### src/ehc_pkg.sv
// Shared types and constants for the Ethernet header classifier.
// Used by ehc_capture, ehc_classify and ethernet_header_classifier_top; no dependencies.
package ehc_pkg;

  // The byte counter stops at this count. Bytes after that point are not
  // counted and are not captured.
  localparam int unsigned MaxFrameBytes = 16384;
  localparam int unsigned CountLimit    = (MaxFrameBytes < 32767) ? MaxFrameBytes : 32767;
  localparam int unsigned LenW          = 15;
  localparam logic [LenW-1:0] CountLimitC = LenW'(CountLimit);

  localparam logic [7:0]  EthHeader  = 8'd14;
  localparam logic [5:0]  Ipv6Header = 6'd40;
  localparam logic [5:0]  ArpHeader  = 6'd28;
  localparam logic [5:0]  SmallL4    = 6'd8;

  localparam logic [15:0] TypeIpv4   = 16'h0800;
  localparam logic [15:0] TypeIpv6   = 16'h86DD;
  localparam logic [15:0] TypeArp    = 16'h0806;

  localparam logic [7:0]  NoProto    = 8'hFF;
  localparam logic [7:0]  ProtoIcmp  = 8'd1;
  localparam logic [7:0]  ProtoTcp   = 8'd6;
  localparam logic [7:0]  ProtoUdp   = 8'd17;
  localparam logic [7:0]  ProtoIcmp6 = 8'd58;

  localparam logic [15:0] DnsDefault = 16'd53;
  localparam logic [13:0] PayMax     = 14'h3FFF;

  // Byte positions of the fixed header fields within the frame.
  localparam logic [LenW-1:0] IdxTypeHi    = 15'd12;
  localparam logic [LenW-1:0] IdxTypeLo    = 15'd13;
  localparam logic [LenW-1:0] IdxIhl       = 15'd14;
  localparam logic [LenW-1:0] IdxV6Next    = 15'd20;
  localparam logic [LenW-1:0] IdxV4Proto   = 15'd23;

  typedef enum logic [3:0] {
    ClsEth    = 4'd0,
    ClsIpv4   = 4'd1,
    ClsIpv6   = 4'd2,
    ClsArp    = 4'd3,
    ClsIcmp   = 4'd4,
    ClsTcp    = 4'd5,
    ClsUdp    = 4'd6,
    ClsDns    = 4'd7,
    ClsIcmpv6 = 4'd8
  } class_e;

  // Header fields of one finished frame, handed from capture to classification.
  typedef struct packed {
    logic [LenW-1:0] len;
    logic [15:0]     ether_type;
    logic [5:0]      net_hdr;
    logic [7:0]      proto;
    logic [15:0]     source_port;
    logic [15:0]     dest_port;
    logic [5:0]      tcp_hdr;
  } snap_t;

  typedef struct packed {
    class_e          cls;
    logic [5:0]      l3_size;
    logic [5:0]      l4_size;
    logic [13:0]     payload_length;
    logic [LenW-1:0] frame_length;
    logic            truncated;
  } result_t;

endpackage

### src/ehc_capture.sv
// Per-byte header field capture for the Ethernet header classifier.
// Depends on ehc_pkg; produces one registered snapshot per frame.
module ehc_capture (
  input  logic           clk_i,
  input  logic           rst_ni,
  input  logic           byte_valid_i,
  output logic           byte_ready_o,
  input  logic [7:0]     byte_i,
  input  logic           last_i,
  output ehc_pkg::snap_t snap_o,
  output logic           snap_valid_o,
  input  logic           snap_ready_i
);

  logic [ehc_pkg::LenW-1:0] count_q, count_d;
  logic [15:0] et_q, et_d;
  logic [5:0]  nhb_q, nhb_d;
  logic [7:0]  proto_q, proto_d;
  logic [15:0] src_q, src_d;
  logic [15:0] dst_q, dst_d;
  logic [5:0]  tcp_q, tcp_d;
  logic [7:0]  hold_q, hold_d;
  logic        snap_valid_q;
  ehc_pkg::snap_t snap_q;
  logic        accept;
  logic [7:0]  toff;
  logic [ehc_pkg::LenW-1:0] tx;

  assign byte_ready_o = !snap_valid_q || snap_ready_i;
  assign accept       = byte_valid_i && byte_ready_o;

  always_comb begin
    count_d = count_q;
    et_d    = et_q;
    nhb_d   = nhb_q;
    proto_d = proto_q;
    src_d   = src_q;
    dst_d   = dst_q;
    tcp_d   = tcp_q;
    hold_d  = hold_q;
    toff    = ehc_pkg::EthHeader + {2'b00, nhb_q};
    tx      = {{(ehc_pkg::LenW-8){1'b0}}, toff};
    if (count_q < ehc_pkg::CountLimitC) begin
      count_d = count_q + 1'b1;
      if (count_q == ehc_pkg::IdxTypeHi) begin
        hold_d = byte_i;
      end
      if (count_q == ehc_pkg::IdxTypeLo) begin
        et_d = {hold_q, byte_i};
        if (et_d == ehc_pkg::TypeIpv6) begin
          nhb_d = ehc_pkg::Ipv6Header;
        end else if (et_d == ehc_pkg::TypeArp) begin
          nhb_d = ehc_pkg::ArpHeader;
        end
      end
      if (et_d == ehc_pkg::TypeIpv4 && count_q == ehc_pkg::IdxIhl) begin
        nhb_d = {byte_i[3:0], 2'b00};
      end
      if (et_d == ehc_pkg::TypeIpv4 && count_q == ehc_pkg::IdxV4Proto) begin
        proto_d = byte_i;
      end
      if (et_d == ehc_pkg::TypeIpv6 && count_q == ehc_pkg::IdxV6Next) begin
        proto_d = byte_i;
      end
      // The transport offset follows a header length captured in this same step.
      toff = ehc_pkg::EthHeader + {2'b00, nhb_d};
      tx   = {{(ehc_pkg::LenW-8){1'b0}}, toff};
      if (et_d == ehc_pkg::TypeIpv4 || et_d == ehc_pkg::TypeIpv6) begin
        if (count_q == tx || count_q == tx + 15'd2) begin
          hold_d = byte_i;
        end
        if (count_q == tx + 15'd1) begin
          src_d = {hold_q, byte_i};
        end
        if (count_q == tx + 15'd3) begin
          dst_d = {hold_q, byte_i};
        end
        if (count_q == tx + 15'd12) begin
          tcp_d = {byte_i[7:4], 2'b00};
        end
      end
    end
  end

  always_ff @(posedge clk_i or negedge rst_ni) begin
    if (!rst_ni) begin
      count_q <= '0;
      et_q    <= '0;
      nhb_q   <= '0;
      proto_q <= ehc_pkg::NoProto;
      src_q   <= '0;
      dst_q   <= '0;
      tcp_q   <= '0;
      hold_q  <= '0;
    end else if (accept && last_i) begin
      count_q <= '0;
      et_q    <= '0;
      nhb_q   <= '0;
      proto_q <= ehc_pkg::NoProto;
      src_q   <= '0;
      dst_q   <= '0;
      tcp_q   <= '0;
      hold_q  <= '0;
    end else if (accept) begin
      count_q <= count_d;
      et_q    <= et_d;
      nhb_q   <= nhb_d;
      proto_q <= proto_d;
      src_q   <= src_d;
      dst_q   <= dst_d;
      tcp_q   <= tcp_d;
      hold_q  <= hold_d;
    end
  end

  always_ff @(posedge clk_i or negedge rst_ni) begin
    if (!rst_ni) begin
      snap_valid_q <= 1'b0;
    end else if (accept && last_i) begin
      snap_valid_q <= 1'b1;
    end else if (snap_ready_i) begin
      snap_valid_q <= 1'b0;
    end
  end

  always_ff @(posedge clk_i) begin
    if (accept && last_i) begin
      snap_q.len         <= count_d;
      snap_q.ether_type  <= et_d;
      snap_q.net_hdr     <= nhb_d;
      snap_q.proto       <= proto_d;
      snap_q.source_port <= src_d;
      snap_q.dest_port   <= dst_d;
      snap_q.tcp_hdr     <= tcp_d;
    end
  end

  assign snap_o       = snap_q;
  assign snap_valid_o = snap_valid_q;

endmodule

### src/ehc_classify.sv
// Frame classification and header size arithmetic with a result register.
// Depends on ehc_pkg; consumes snapshots from ehc_capture.
module ehc_classify (
  input  logic             clk_i,
  input  logic             rst_ni,
  input  ehc_pkg::snap_t   snap_i,
  input  logic             snap_valid_i,
  output logic             snap_ready_o,
  input  logic [15:0]      dns_port_i,
  output ehc_pkg::result_t res_o,
  output logic             res_valid_o,
  input  logic             res_ready_i
);

  ehc_pkg::result_t res_d, res_q;
  logic             res_valid_q;
  logic [7:0]       toff;
  logic [ehc_pkg::LenW-1:0] tx;
  logic [7:0]       hdrs;
  logic [ehc_pkg::LenW-1:0] pay_full;
  logic             ports_ok;
  logic             port_hit;

  assign snap_ready_o = !res_valid_q || res_ready_i;

  always_comb begin
    res_d              = '0;
    res_d.cls          = ehc_pkg::ClsEth;
    res_d.frame_length = snap_i.len;
    res_d.truncated    = snap_i.len < {7'd0, ehc_pkg::EthHeader};
    toff     = ehc_pkg::EthHeader + {2'b00, snap_i.net_hdr};
    tx       = {{(ehc_pkg::LenW-8){1'b0}}, toff};
    ports_ok = snap_i.len >= tx + 15'd4;
    port_hit = ports_ok &&
               (snap_i.source_port == dns_port_i || snap_i.dest_port == dns_port_i);
    if (snap_i.ether_type == ehc_pkg::TypeIpv4 ||
        snap_i.ether_type == ehc_pkg::TypeIpv6) begin
      if (snap_i.ether_type == ehc_pkg::TypeIpv4) begin
        res_d.cls = ehc_pkg::ClsIpv4;
        if (snap_i.len < 15'd24) begin
          res_d.truncated = 1'b1;
        end
      end else begin
        res_d.cls = ehc_pkg::ClsIpv6;
        if (snap_i.len < 15'd21) begin
          res_d.truncated = 1'b1;
        end
      end
      res_d.l3_size = snap_i.net_hdr;
      unique case (snap_i.proto)
        ehc_pkg::ProtoIcmp: begin
          res_d.cls     = ehc_pkg::ClsIcmp;
          res_d.l4_size = ehc_pkg::SmallL4;
        end
        ehc_pkg::ProtoTcp: begin
          res_d.cls     = port_hit ? ehc_pkg::ClsDns : ehc_pkg::ClsTcp;
          res_d.l4_size = snap_i.tcp_hdr;
          if (!ports_ok || snap_i.len < tx + 15'd13) begin
            res_d.truncated = 1'b1;
          end
        end
        ehc_pkg::ProtoUdp: begin
          res_d.cls     = port_hit ? ehc_pkg::ClsDns : ehc_pkg::ClsUdp;
          res_d.l4_size = ehc_pkg::SmallL4;
          if (!ports_ok) begin
            res_d.truncated = 1'b1;
          end
        end
        ehc_pkg::ProtoIcmp6: begin
          res_d.cls     = ehc_pkg::ClsIcmpv6;
          res_d.l4_size = ehc_pkg::SmallL4;
        end
        default: begin
        end
      endcase
    end else if (snap_i.ether_type == ehc_pkg::TypeArp) begin
      res_d.cls     = ehc_pkg::ClsArp;
      res_d.l3_size = ehc_pkg::ArpHeader;
    end
    hdrs     = ehc_pkg::EthHeader + {2'b00, res_d.l3_size} + {2'b00, res_d.l4_size};
    pay_full = snap_i.len - {7'd0, hdrs};
    if (snap_i.len <= {7'd0, hdrs}) begin
      res_d.payload_length = '0;
    end else if (pay_full > {1'b0, ehc_pkg::PayMax}) begin
      res_d.payload_length = ehc_pkg::PayMax;
    end else begin
      res_d.payload_length = pay_full[13:0];
    end
  end

  always_ff @(posedge clk_i or negedge rst_ni) begin
    if (!rst_ni) begin
      res_valid_q <= 1'b0;
    end else if (snap_ready_o) begin
      res_valid_q <= snap_valid_i;
    end
  end

  always_ff @(posedge clk_i) begin
    if (snap_valid_i && snap_ready_o) begin
      res_q <= res_d;
    end
  end

  assign res_o       = res_q;
  assign res_valid_o = res_valid_q;

endmodule

### src/ethernet_header_classifier_top.sv
// Top level of the Ethernet header classifier: stream ports and the DNS port register.
// Depends on ehc_pkg, ehc_capture and ehc_classify.
//
// The block takes an Ethernet II frame one byte per transaction on the slave
// stream, starting with the destination MAC, with tlast on the final byte.
// It accepts a byte in every cycle unless the result path backs up, so it keeps
// up with a byte-wide link at line rate. A single capture stage updates the
// header fields (EtherType, IPv4 header length, protocol or next header,
// transport ports and TCP data offset) as each byte goes by; IPv6 and ARP use
// fixed header sizes. On the last byte the fields are frozen into a snapshot
// register and the frame state clears, so the next frame may start in the
// following cycle. The classification stage turns the snapshot into one
// result transaction on the master stream, held in its result register:
// class, L3 and L4 header sizes, payload length, frame length and a truncated
// flag. Each stage holds one frame result; the input stalls only when both
// are full and the consumer holds m_axis_tready low. Frames longer than 16384
// bytes report 16384 and ignore the extra bytes. The DNS port (reset 53) is
// written through the cfg channel, which is always ready, and must only
// change while no frame is in flight.
module ethernet_header_classifier_top (
  input  logic        clk_i,
  input  logic        rst_ni,
  // Input byte stream.
  input  logic        s_axis_tvalid,
  output logic        s_axis_tready,
  input  logic [7:0]  s_axis_tdata,   // [7:0] frame_byte
  input  logic        s_axis_tlast,   // last_byte
  // Result stream, one transaction per frame.
  output logic        m_axis_tvalid,
  input  logic        m_axis_tready,
  output logic [47:0] m_axis_tdata,   // [5:0] l3_size, [11:6] l4_size,
                                      // [25:12] payload_length, [40:26] frame_length,
                                      // [47:41] zero
  output logic [4:0]  m_axis_tuser,   // [3:0] protocol_class, [4] truncated
  // DNS port register write channel.
  input  logic        cfg_valid_i,
  output logic        cfg_ready_o,
  input  logic [15:0] cfg_data_i
);

  logic [15:0]      dns_port_q;
  ehc_pkg::snap_t   snap;
  logic             snap_valid;
  logic             snap_ready;
  ehc_pkg::result_t res;

  // The register is always writable; the user must write it only between frames.
  assign cfg_ready_o = 1'b1;

  always_ff @(posedge clk_i or negedge rst_ni) begin
    if (!rst_ni) begin
      dns_port_q <= ehc_pkg::DnsDefault;
    end else if (cfg_valid_i) begin
      dns_port_q <= cfg_data_i;
    end
  end

  ehc_capture u_capture (
    .clk_i        (clk_i),
    .rst_ni       (rst_ni),
    .byte_valid_i (s_axis_tvalid),
    .byte_ready_o (s_axis_tready),
    .byte_i       (s_axis_tdata),
    .last_i       (s_axis_tlast),
    .snap_o       (snap),
    .snap_valid_o (snap_valid),
    .snap_ready_i (snap_ready)
  );

  ehc_classify u_classify (
    .clk_i        (clk_i),
    .rst_ni       (rst_ni),
    .snap_i       (snap),
    .snap_valid_i (snap_valid),
    .snap_ready_o (snap_ready),
    .dns_port_i   (dns_port_q),
    .res_o        (res),
    .res_valid_o  (m_axis_tvalid),
    .res_ready_i  (m_axis_tready)
  );

  assign m_axis_tdata = {7'd0, res.frame_length, res.payload_length,
                         res.l4_size, res.l3_size};
  assign m_axis_tuser = {res.truncated, res.cls};

  // A finished frame always lands in the snapshot register.
  assert property (@(posedge clk_i) disable iff (!rst_ni)
    (s_axis_tvalid && s_axis_tready && s_axis_tlast) |=> snap_valid)
    else $error("last byte accepted without a snapshot");

  // Every reported frame holds at least the byte that ended it.
  assert property (@(posedge clk_i) disable iff (!rst_ni)
    m_axis_tvalid |-> (res.frame_length != '0))
    else $error("result with zero frame length");

  // Frames that are not IP or ARP carry no header sizes.
  assert property (@(posedge clk_i) disable iff (!rst_ni)
    (m_axis_tvalid && res.cls == ehc_pkg::ClsEth) |->
      (res.l3_size == '0 && res.l4_size == '0))
    else $error("plain Ethernet class with nonzero header size");

  // ARP never reports a transport header.
  assert property (@(posedge clk_i) disable iff (!rst_ni)
    (m_axis_tvalid && res.cls == ehc_pkg::ClsArp) |->
      (res.l3_size == ehc_pkg::ArpHeader && res.l4_size == '0))
    else $error("ARP result with wrong header sizes");

endmodule

### config.mk
export PLATFORM = sky130hd
export DESIGN_NAME = ethernet_header_classifier_top
export DESIGN_NICKNAME = d
export VERILOG_FILES = /design/src/ehc_pkg.sv /design/src/ehc_capture.sv /design/src/ehc_classify.sv /design/src/ethernet_header_classifier_top.sv
export SDC_FILE = /design/constraint.sdc
export NUM_CORES = 1
export LEC_CHECK = 0
export BUFFER_PORTS_ARGS = -buffer_cell sky130_fd_sc_hd__buf_2
export CORE_MARGIN = 2
export CORE_UTILIZATION = 40
export DETAILED_ROUTE_END_ITERATION = 7
export SYNTH_ARGS = -nofsm -noshare
export SYNTH_HDL_FRONTEND = slang
export SYNTH_SLANG_ARGS = --single-unit
### constraint.sdc
create_clock -name clk_i -period 6.6 [get_ports clk_i]
set_clock_uncertainty 0.15 [all_clocks]
set_input_delay 0.33 -clock clk_i [delete_from_list [all_inputs] [get_ports clk_i]]
set_output_delay 0.33 -clock clk_i [all_outputs]
set_load 0.03 [all_outputs]
==> results of run 1 <==
==> how the worst max path moves through the flow <==
stage                      endpoint  slack [ps]                 start  depth (start not counted)
2_1_floorplan  u_capture.snap_o[29]        1210   u_capture.hold_q[1]                         21
6_report         u_capture.src_q[8]         450       s_axis_tdata[6]                         19
3_3_place_gp   u_classify.res_o[29]         520  u_capture.snap_o[60]                         22
4_1_cts          u_capture.src_q[8]         420       s_axis_tdata[6]                         19
5_1_grt          u_capture.src_q[8]         100       s_axis_tdata[6]                         19
3_5_place_dp     u_capture.src_q[3]         420       s_axis_tdata[6]                         18
==> cells by family (layout without fill, tap and decap cells) <==
group / count (synthesis) / count (layout)
AOI/OAI and AO/OA: 244 / 244
xor gates and xnor gates: 95 / 95
adders and majority gates: 48 / 48
buffers and inverters: 121 / 223
DFF: 238 / 238
muxes: 56 / 56
other: 2 / 10
and+or+nand+nor: 380 / 380
==> per-stage QoR <==
step / hold WS [ps] / cell area, µm² / worst slack, ps / power (mW) / util, %
after CTS: 0.3886 / 14720 / 424.0 / 3.363 / 46.52
after global placement: 273.2 / 13710 / 522.4 / 1.979 / 43.33
final: 18.57 / 14720 / 445.9 / 3.332 / 46.53
after global routing: 21.31 / 14720 / 96.72 / 3.460 / 46.53
after floorplan: -115.6 / 12920 / 1211 / 1.881 / -
after detailed placement: 272.8 / 13710 / 422.4 / 1.983 / 43.33
==> layer usage <==
metal / GRT usage (%) / up-vias
met1: 28.29 / 4675
met4: 4.800 / 0
li1: - / 4495
met2: 31.79 / 287
met5: 0 / -
met3: 2.734 / 45
==> placed cells by master, fill, tap and decap left out, drive strengths merged, types with 12 or more instances in the layout <==
| cell type | Yosys | final |
|---|---|---|
| a21oi | 47 | 47 |
| a22o | 36 | 36 |
| and2 | 15 | 15 |
| buf | 19 | 100 |
| clkbuf | 46 | 34 |
| dfrtp | 97 | 97 |
| dfstp | 12 | 12 |
| dlygate4sd3 | 0 | 19 |
| edfxtp | 129 | 129 |
| ha | 46 | 46 |
| inv | 56 | 56 |
| mux2 | 50 | 50 |
| nand2 | 130 | 130 |
| nand2b | 13 | 13 |
| nand3 | 32 | 32 |
| nand4 | 30 | 30 |
| nor2 | 45 | 45 |
| nor2b | 22 | 22 |
| nor3 | 19 | 19 |
| nor4 | 20 | 20 |
| o211ai | 19 | 19 |
| o21ai | 72 | 72 |
| xnor2 | 79 | 79 |
| xor2 | 16 | 16 |
==> registers in the layout, summed over array words and instances (netlist names), 15 cells and up <==
signal             count
u_capture.snap_o      83
u_capture.count_q     15
u_capture.et_q        16
u_capture.src_q       16
dns_port_q            16
u_capture.dst_q       16
u_classify.res_o      46
==> where the power goes <==
| group | internal, mW | switching (mW) |
|---|---|---|
| combinational | 0.102 | 0.195 |
| sequential | 1.62 | 0.0396 |
| clock | 0.768 | 0.604 |
| total | 2.49 | 0.838 |
==> worst max-delay path, cell delays in order <==
cell	delay, ps
dlygate4sd3_1	550
buf_2	190
or4_1	560
or4_1	530
or4_1	690
nand2_4	210
o21ai_0	160
inv_1	150
ha_1	290
inv_1	100
o21ai_0	350
xnor2_1	200
mux4_1	250
o22ai_1	70
a221o_1	280
and3_4	200
nor4_1	500
and3_1	640
a22o_1	230
==> area by class of cell <==
type,count,share of cell area (%)
Multi-Input combinational cell,833,39.44
Inverter,56,1.436
Tap cell,402,3.417
Timing Repair Buffer,119,5.184
Clock buffer,34,4.827
Clock inverter,14,0.7479
Sequential cell,238,44.94
==> what timing repair did <==
action,in CTS,in global routing
resized for setup,0,1
hold buffers,19,0
endpoints found under the setup margin,0,15
hold endpoints to repair,66,0
==> results.py, run 1 <==
metrics = {
    "min_path": {
        "holdPathStages": 2,
        "worstHoldStart": "s_axis_tdata[7]",
        "timing.hold.worst.class": "in -> reg",
        "hold-path-endpoint": "u_capture.src_q[7]",
    },
    "drt": {
        "wl_met3_mm": 1.864,
        "drt_iter0_drc": 752,
        "drcViolationCount": 0,
        "wire_per_inst_um": 19.52,
        "totalWireLength_mm": 33.11,
        "dr.pass1.iters": 5,
        "route.met2.wl_mm": 15.29,
        "via_count": 9502,
        "via_per_inst": 5.603,
        "drtAntennaViolNets": 0,
        "wl_met1_mm": 15.32,
        "top_layer_used": "met4",
    },
    "setup_path": {
        "r2r_start": "u_capture.snap_o[60]",
        "critical_path_class": "in -> reg",
        "cp_max_fo": 15,
        "ff2ff_path_depth": 22,
        "critPathRequiredTime_ps": 6930,
        "reg2reg_to": "u_classify.res_o[29]",
        "cp_data_arrival_time_ps": 6490,
        "r2r_slack_ps": 650,
        "critPathLaunchType": "input pin",
        "cp-end-kind": "flop",
    },
    "synthesis": {
        "syn_area_um2": 12890,
        "synth_cell_types": 71,
        "synth_compound_area_share_pct": 12.66,
        "avgSynthCellArea_um2": 10.89,
        "synth-adder-area-share_pct": 4.775,
        "synth.area.top_cells": "edfxtp_1, dfrtp_1, xnor2_1",
        "synth_simple_gate_area_share_pct": 15.51,
        "synthCells": 1184,
        "synth_top_area_share_pct": 30.05,
        "netlist_top_cells_count": "edfxtp_1, nand2_1, dfrtp_1, xnor2_1, o21ai_0",
        "synth_top_family_by_area": "simple AND/OR/NAND/NOR gates",
        "synth_edf_count": 129,
        "synth_xor_area_share_pct": 6.512,
        "synthArstFlopShare_pct": 45.80,
        "yosysTopAreaCell": "edfxtp_1",
        "ys_seq_elements": 238,
        "yosysWarnings": 0,
        "synthFlopType": "edfxtp_1",
        "synthMuxAreaShare_pct": 5.221,
        "ys_seq_area_share_pct": 51.32,
    },
    "sta": {
        "setup_tns_ps": 0,
        "rsz0062_at_grt": "no",
        "fin_crit_ps": 6154,
        "maxSlewHeadroom_pct": 28.27,
        "worst-slew-pin-transition_ps": 1067,
        "period_share_pct": 93.24,
        "fmax_mhz": 162.5,
        "finalHoldViolCount": 0,
        "setup_viol": 0,
        "drv_slew": 0,
    },
    "placed_design": {
        "place_congestion": 0.8947,
        "dp_hpwl_mm": 23.51,
        "portBuffers": 77,
        "place_inst": 1629,
    },
    "die": {
        "core-area_um2": 31640,
        "die_x_um": 183.5,
        "io_pins": 86,
        "die_h_um": 183.5,
        "start_util_pct": 40.75,
        "dieArea_um2": 33680,
        "placementRows": 65,
    },
    "finish": {
        "antenna_cells": 0,
        "n_fill_cell": 2928,
        "drive_gt1_share_pct": 16.77,
        "fin_nets": 1352,
        "syn_to_final_growth_pct": 14.19,
        "multi_input_area_um2": 5807,
        "seqCellArea_um2": 6616,
        "fin_cells": 1696,
    },
    "flow_run": {
        "cap_violations": 0,
    },
    "global_routing": {
        "grt_pass1_wl_mm": 51.91,
        "grt_pass1_vias": 9133,
        "grtUsageTotal_pct": 19.76,
        "antenna_found_initial": 0,
        "grt_remaining_overflow": 0,
        "grt_max_degree": 57,
    },
    "run_status": {
        "run_status": "finished clean",
    },
    "pwr": {
        "p_leak_nw": 5.896,
        "p_per_area_nw_per_um2": 226.3,
        "power.ir.vdd_worst_uv": 179.9,
    },
    "clock_network": {
        "htreeDepth": 1,
        "clkTransAtPathRegs_ps": 60,
        "cts_tree": "done",
        "worstSkewPairLatency_ps": 550,
        "cts_buffers": 26,
        "cts_setup_buffers": 0,
        "cts_max_path_buffers": 3,
        "cts-root-buf": "clkbuf_16",
        "cts_sinks": 238,
    },
}
No activity file was read; power rests on OpenSTA's default activity.
==> run 2, diff against run 1 <==
--- a/config.mk
+++ b/config.mk
@@ -9,6 +9,7 @@
 export CORE_MARGIN = 2
 export CORE_UTILIZATION = 40
 export DETAILED_ROUTE_END_ITERATION = 7
+export RECOVER_POWER = 100
 export SYNTH_ARGS = -nofsm -noshare
 export SYNTH_HDL_FRONTEND = slang
 export SYNTH_SLANG_ARGS = --single-unit
==> run 2 against run 1 <==
The run now ends with max-capacitance violations, max-slew violations left. First-iteration DRC count is 2.8% lower. Combinational power is 2% lower. Sequential power hardly changed. Critical endpoint unchanged. Largest cell class unchanged.
==> results.py, run 2 (synthesized netlist as in run 1, its figures left out) <==
metrics = {
    "finish": {
        "final_util_pct": 46.06,
        "largest_register_ffs": 83,
        "syn_to_final_growth_pct": 13.02,
        "fin_nets": 1352,
        "fin_cells": 1696,
        "finish.instance_area_um2": 14570,
        "antenna_cells": 0,
        "drive_gt1_share_pct": 10.59,
        "final_common_cell": "edfxtp_1",
        "layout_common_cells": "edfxtp_1, nand2_1, dfrtp_1, xnor2_1, o21ai_0",
    },
    "drt": {
        "totalWireLength_mm": 33.10,
        "wire_per_inst_um": 19.52,
        "via_per_inst": 5.642,
        "drt_iter0_drc": 731,
        "dr.pass1.iters": 5,
        "drtAntennaViolNets": 0,
        "via_count": 9568,
        "drcViolationCount": 0,
    },
    "flow_run": {
        "cap_violations": 7,
    },
    "clock_network": {
        "cts_max_path_buffers": 3,
        "clkTransAtPathRegs_ps": 60,
        "worstSkewPairLatency_ps": 550,
        "cts_setup_buffers": 0,
        "cts_sinks": 238,
        "cts_tree": "done",
        "cts_buffers": 26,
        "cts-root-buf": "clkbuf_16",
        "htreeDepth": 1,
    },
    "pwr": {
        "power.ir.vdd_worst_uv": 180.7,
        "p_per_area_nw_per_um2": 228.2,
        "p_leak_nw": 5.703,
    },
    "setup_path": {
        "cp-end-kind": "flop",
        "cp_max_fo": 15,
        "critPathLaunchType": "input pin",
        "critPathRequiredTime_ps": 6930,
        "critical_path_class": "in -> reg",
        "cp_data_arrival_time_ps": 6460,
    },
    "die": {
        "die_x_um": 183.5,
        "dieArea_um2": 33680,
        "die_h_um": 183.5,
        "io_pins": 86,
        "core-area_um2": 31640,
        "start_util_pct": 40.75,
        "placementRows": 65,
    },
    "sta": {
        "rsz0062_at_grt": "no",
        "worst-slew-pin-transition_ps": 3033,
        "drv_slew": 318,
        "holdWs_ps": 13.42,
        "finalHoldViolCount": 0,
        "setup_viol": 0,
        "period_share_pct": 92.76,
        "maxSlewHeadroom_pct": -102.2,
        "fin_crit_ps": 6122,
        "fmax_mhz": 163.3,
        "setup_tns_ps": 0,
    },
    "placed_design": {
        "dp_hpwl_mm": 23.51,
        "dpl_cell_area_um2": 13710,
        "place_inst": 1629,
        "place_congestion": 0.8947,
        "portBuffers": 77,
    },
    "global_routing": {
        "grt_pass1_wl_mm": 51.91,
        "antenna_found_initial": 0,
        "grt_remaining_overflow": 0,
        "grt_pass1_vias": 9133,
        "grt_max_degree": 57,
        "grtUsageTotal_pct": 19.76,
    },
    "min_path": {
        "timing.hold.worst.class": "in -> reg",
    },
    "run_status": {
        "failed_checks": "max-capacitance violations, max-slew violations",
        "run_status": "complete, but fails checks",
    },
}
==> run 2: timing repair <==
action | in CTS | in global routing
hold buffers | 19 | 0
hold endpoints to repair | 66 | 0
resized for setup | 0 | 1
setup endpoints to repair | 0 | 15
==> run 2: report_power, final <==
group          internal (mW)  switching (mW)
Sequential              1.63          0.0401
Combinational         0.0950           0.195
Clock                  0.767           0.601
Total                   2.49           0.836
==> run 2: per-stage QoR <==
stage | total power [mW] | worst slack [ps]
final | 3.325 | 477.8
after global placement | 1.979 | 522.4
after detailed placement | 1.983 | 422.4
after global routing | 3.456 | 88.85
after floorplan | 1.881 | 1211
after CTS | 3.363 | 424.0
==> run 2: final cells by class <==
class	count	area, µm²
clock inverter	14	110.1
timing repair buffer	119	649.4
multi-input combinational	833	5771
fill	2963	17070
inverter	56	211.5
clock buffer	34	710.7
tap	402	503.0
sequential	238	6616
==> run 2: final timing paths <==
kind | start | to | slack [ps] | depth (start not counted)
worst max-delay path | s_axis_tdata[6] | u_capture.src_q[8] | 480 | 19
worst min-delay path | s_axis_tdata[7] | u_capture.src_q[7] | 10 | 2
worst max register to register | u_capture.snap_o[60] | u_classify.res_o[29] | 590 | 22
worst min register to register | u_capture.tcp_q[1] | u_capture.tcp_q[1] | 330 | 1
max in group asynchronous | rst_ni | u_capture.count_q[11] | 2410 | 3
min in group asynchronous | rst_ni | dns_port_q[13] | 1160 | 2
==> run 2: critical path: stages <==
cell	delay [ps]
dlygate4sd3_1	550
buf_2	180
or4_1	550
or4_1	520
or4_1	690
nand2_4	210
nand2_1	80
o21ai_0	130
inv_1	150
ha_1	300
a21oi_1	320
xnor2_1	160
nor2_1	70
mux2i_1	440
xnor2_2	200
xnor2_1	210
nor4_1	480
and3_1	650
a22o_1	230
==> run 2: routing by layer <==
| metal | track usage [%] | vias to the layer above | share of wire (%) |
|---|---|---|---|
| li1 | - | 4489 | - |
| met1 | 28.29 | 4723 | 46 |
| met2 | 31.79 | 309 | 46 |
| met3 | 2.734 | 47 | 6.0 |
| met4 | 4.800 | 0 | 1.9 |
| met5 | 0 | - | 0 |
==> run 3, diff against run 2 <==
--- a/config.mk
+++ b/config.mk
@@ -5,10 +5,12 @@
 export SDC_FILE = /design/constraint.sdc
 export NUM_CORES = 1
 export LEC_CHECK = 0
-export BUFFER_PORTS_ARGS = -buffer_cell sky130_fd_sc_hd__buf_2
 export CORE_MARGIN = 2
 export CORE_UTILIZATION = 40
+export CTS_BUF_LIST = sky130_fd_sc_hd__clkbuf_8
 export DETAILED_ROUTE_END_ITERATION = 7
+export DONT_BUFFER_PORTS = 1
+export HOLD_SLACK_MARGIN = 0.05
 export RECOVER_POWER = 100
 export SYNTH_ARGS = -nofsm -noshare
 export SYNTH_HDL_FRONTEND = slang
==> run 3 against run 2 <==
Flip-flop and latch count is the same. Combinational power shrank 14%. Core utilization hardly changed. Largest power group unchanged. The run still ends with max-capacitance violations, max-slew violations left.
==> results.py, run 3 (synthesized netlist as in run 1, its figures left out) <==
metrics = {
    "run_status": {
        "run_status": "complete, but fails checks",
        "failed_checks": "max-capacitance violations, max-slew violations",
    },
    "sta": {
        "period_share_pct": 92.75,
        "fin_crit_ps": 6122,
        "fmax_mhz": 163.4,
        "worst-slew-pin-transition_ps": 2844,
        "setup_tns_ps": 0,
        "maxSlewHeadroom_pct": -89.59,
        "rsz0062_at_grt": "no",
        "drv_slew": 243,
        "finalHoldViolCount": 0,
        "setup_viol": 0,
        "fin_ws_ps": 478.3,
    },
    "setup_path": {
        "cp-end-kind": "flop",
        "slowest_stage": "or4_1",
        "cp_data_arrival_time_ps": 6420,
        "ff2ff_path_depth": 17,
        "critPathRequiredTime_ps": 6900,
        "crit_buf_inv": 3,
        "r2r_slack_ps": 480,
        "crit_family": "simple AND/OR/NAND/NOR gates",
        "r2r_start": "u_capture.hold_q[1]",
        "crit_start": "u_capture.hold_q[1]",
        "cp_max_fo": 15,
        "crit_cells": 17,
        "critical_path_class": "reg -> reg",
        "reg2reg_to": "u_capture.src_q[12]",
        "cpPeakStageDelay_ps": 630,
        "path_cells": "or4_1 > or4_1 > or4_1 > nand2_1 > o21ai_0 > inv_1 > ha_1 > inv_1 > o21ai_0 > xnor2_1 > mux2i_1 > xnor2_2 > xnor2_1 > nor4_1 > o21ai_0 > clkbuf_2 > a22o_1",
        "critPathLaunchType": "flop",
    },
    "global_routing": {
        "grtUsageTotal_pct": 19.88,
        "grt_remaining_overflow": 0,
        "grt_max_degree": 110,
        "grt_pass1_wl_mm": 52.14,
        "grt_pass1_vias": 9070,
        "antenna_found_initial": 0,
    },
    "min_path": {
        "timing.hold.worst.class": "in -> reg",
        "holdPathStages": 5,
        "hold-path-endpoint": "u_capture.dst_q[2]",
        "worstHoldStart": "s_axis_tvalid",
    },
    "pwr": {
        "p_per_area_nw_per_um2": 235.2,
        "finalPower_mw": 3.428,
        "p_leak_nw": 5.753,
        "power.ir.vdd_worst_uv": 126.3,
    },
    "drt": {
        "dr.pass1.iters": 5,
        "wl_met1_mm": 15.21,
        "drt_iter0_drc": 741,
        "via_count": 9386,
        "drcViolationCount": 0,
        "totalWireLength_mm": 33.45,
        "route.met2.wl_mm": 15.18,
        "top_layer_used": "met4",
        "drtAntennaViolNets": 0,
        "wire_per_inst_um": 20.01,
        "wl_met3_mm": 2.272,
        "via_per_inst": 5.614,
    },
    "finish": {
        "drive_gt1_share_pct": 9.606,
        "layout_common_cells": "nand2_1, edfxtp_1, dfrtp_1, xnor2_1, o21ai_0",
        "syn_to_final_growth_pct": 13.04,
        "largest_register_ffs": 83,
        "antenna_cells": 0,
        "final_util_pct": 46.07,
        "fin_nets": 1313,
        "n_fill_cell": 2898,
        "fin_cells": 1672,
    },
    "clock_network": {
        "clkTransAtPathRegs_ps": 60,
        "worstSkewPairLatency_ps": 570,
        "cts_max_path_buffers": 3,
        "cts_buffers": 43,
        "cts-root-buf": "clkbuf_8",
        "htreeDepth": 2,
        "cts_tree": "done",
        "cts_sinks": 238,
    },
    "placed_design": {
        "dp_hpwl_mm": 22.66,
        "place_inst": 1548,
        "portBuffers": 0,
        "place_congestion": 0.9163,
        "pre_cts_ws_ps": 350.6,
    },
    "die": {
        "die_h_um": 183.5,
        "core-area_um2": 31640,
        "io_pins": 86,
        "start_util_pct": 40.75,
        "placementRows": 65,
        "die_x_um": 183.5,
        "dieArea_um2": 33680,
    },
    "flow_run": {
        "cap_violations": 4,
    },
}
## run 3: layout make-up
type	instances	area, µm²	area share [%]
Clock buffer	48	660.6	4.533
Clock inverter	32	259.0	1.777
Inverter	56	211.5	1.451
Multi-Input combinational cell	833	5769	39.59
Sequential cell	238	6616	45.40
Tap cell	402	503.0	3.451
Timing Repair Buffer	63	554.3	3.803
## run 3: routing by layer
layer  vias up  GRT usage (%)
li1       4418              -
met1      4589          28.16
met2       318          30.93
met3        61          3.685
met4         0          6.240
met5         -              0
## run 3: how the worst max path moves through the flow
stage                                end  slack [ps]
floorplan           u_capture.snap_o[29]        1210
global placement    u_classify.res_o[24]         490
detailed placement  u_classify.res_o[24]         350
CTS                 u_classify.res_o[24]         340
global route        u_classify.res_o[24]          40
finish               u_capture.src_q[12]         480
## run 3: worst min-delay path: stages
cell and delay, ps:
nand2_2 50, nor2_2 40, buf_4 200, nand2_1 90, o211ai_1 70
## run 3: per-stage QoR
step | instance area [µm²] | hold WS (ps)
after floorplan | 12920 | -115.6
after detailed placement | 13290 | -112.4
final | 14570 | 102.9
after global placement | 13290 | -111.8
after CTS | 14670 | 70.52
after global routing | 14570 | 112.5
## run 3: where the power goes
group,total [mW],internal [mW],switching [mW],leakage [nW]
sequential,1.70,1.63,0.0748,2.65
clock,1.48,0.835,0.640,0.525
combinational,0.250,0.0978,0.152,2.58
## run 3: what timing repair did
action | 4_1_cts | 5_1_grt
endpoints found under the setup margin | 0 | 13
endpoints found under the hold margin | 207 | 0
setup buffers | 0 | 0
resized for setup | 0 | 1
hold buffers | 44 | 0
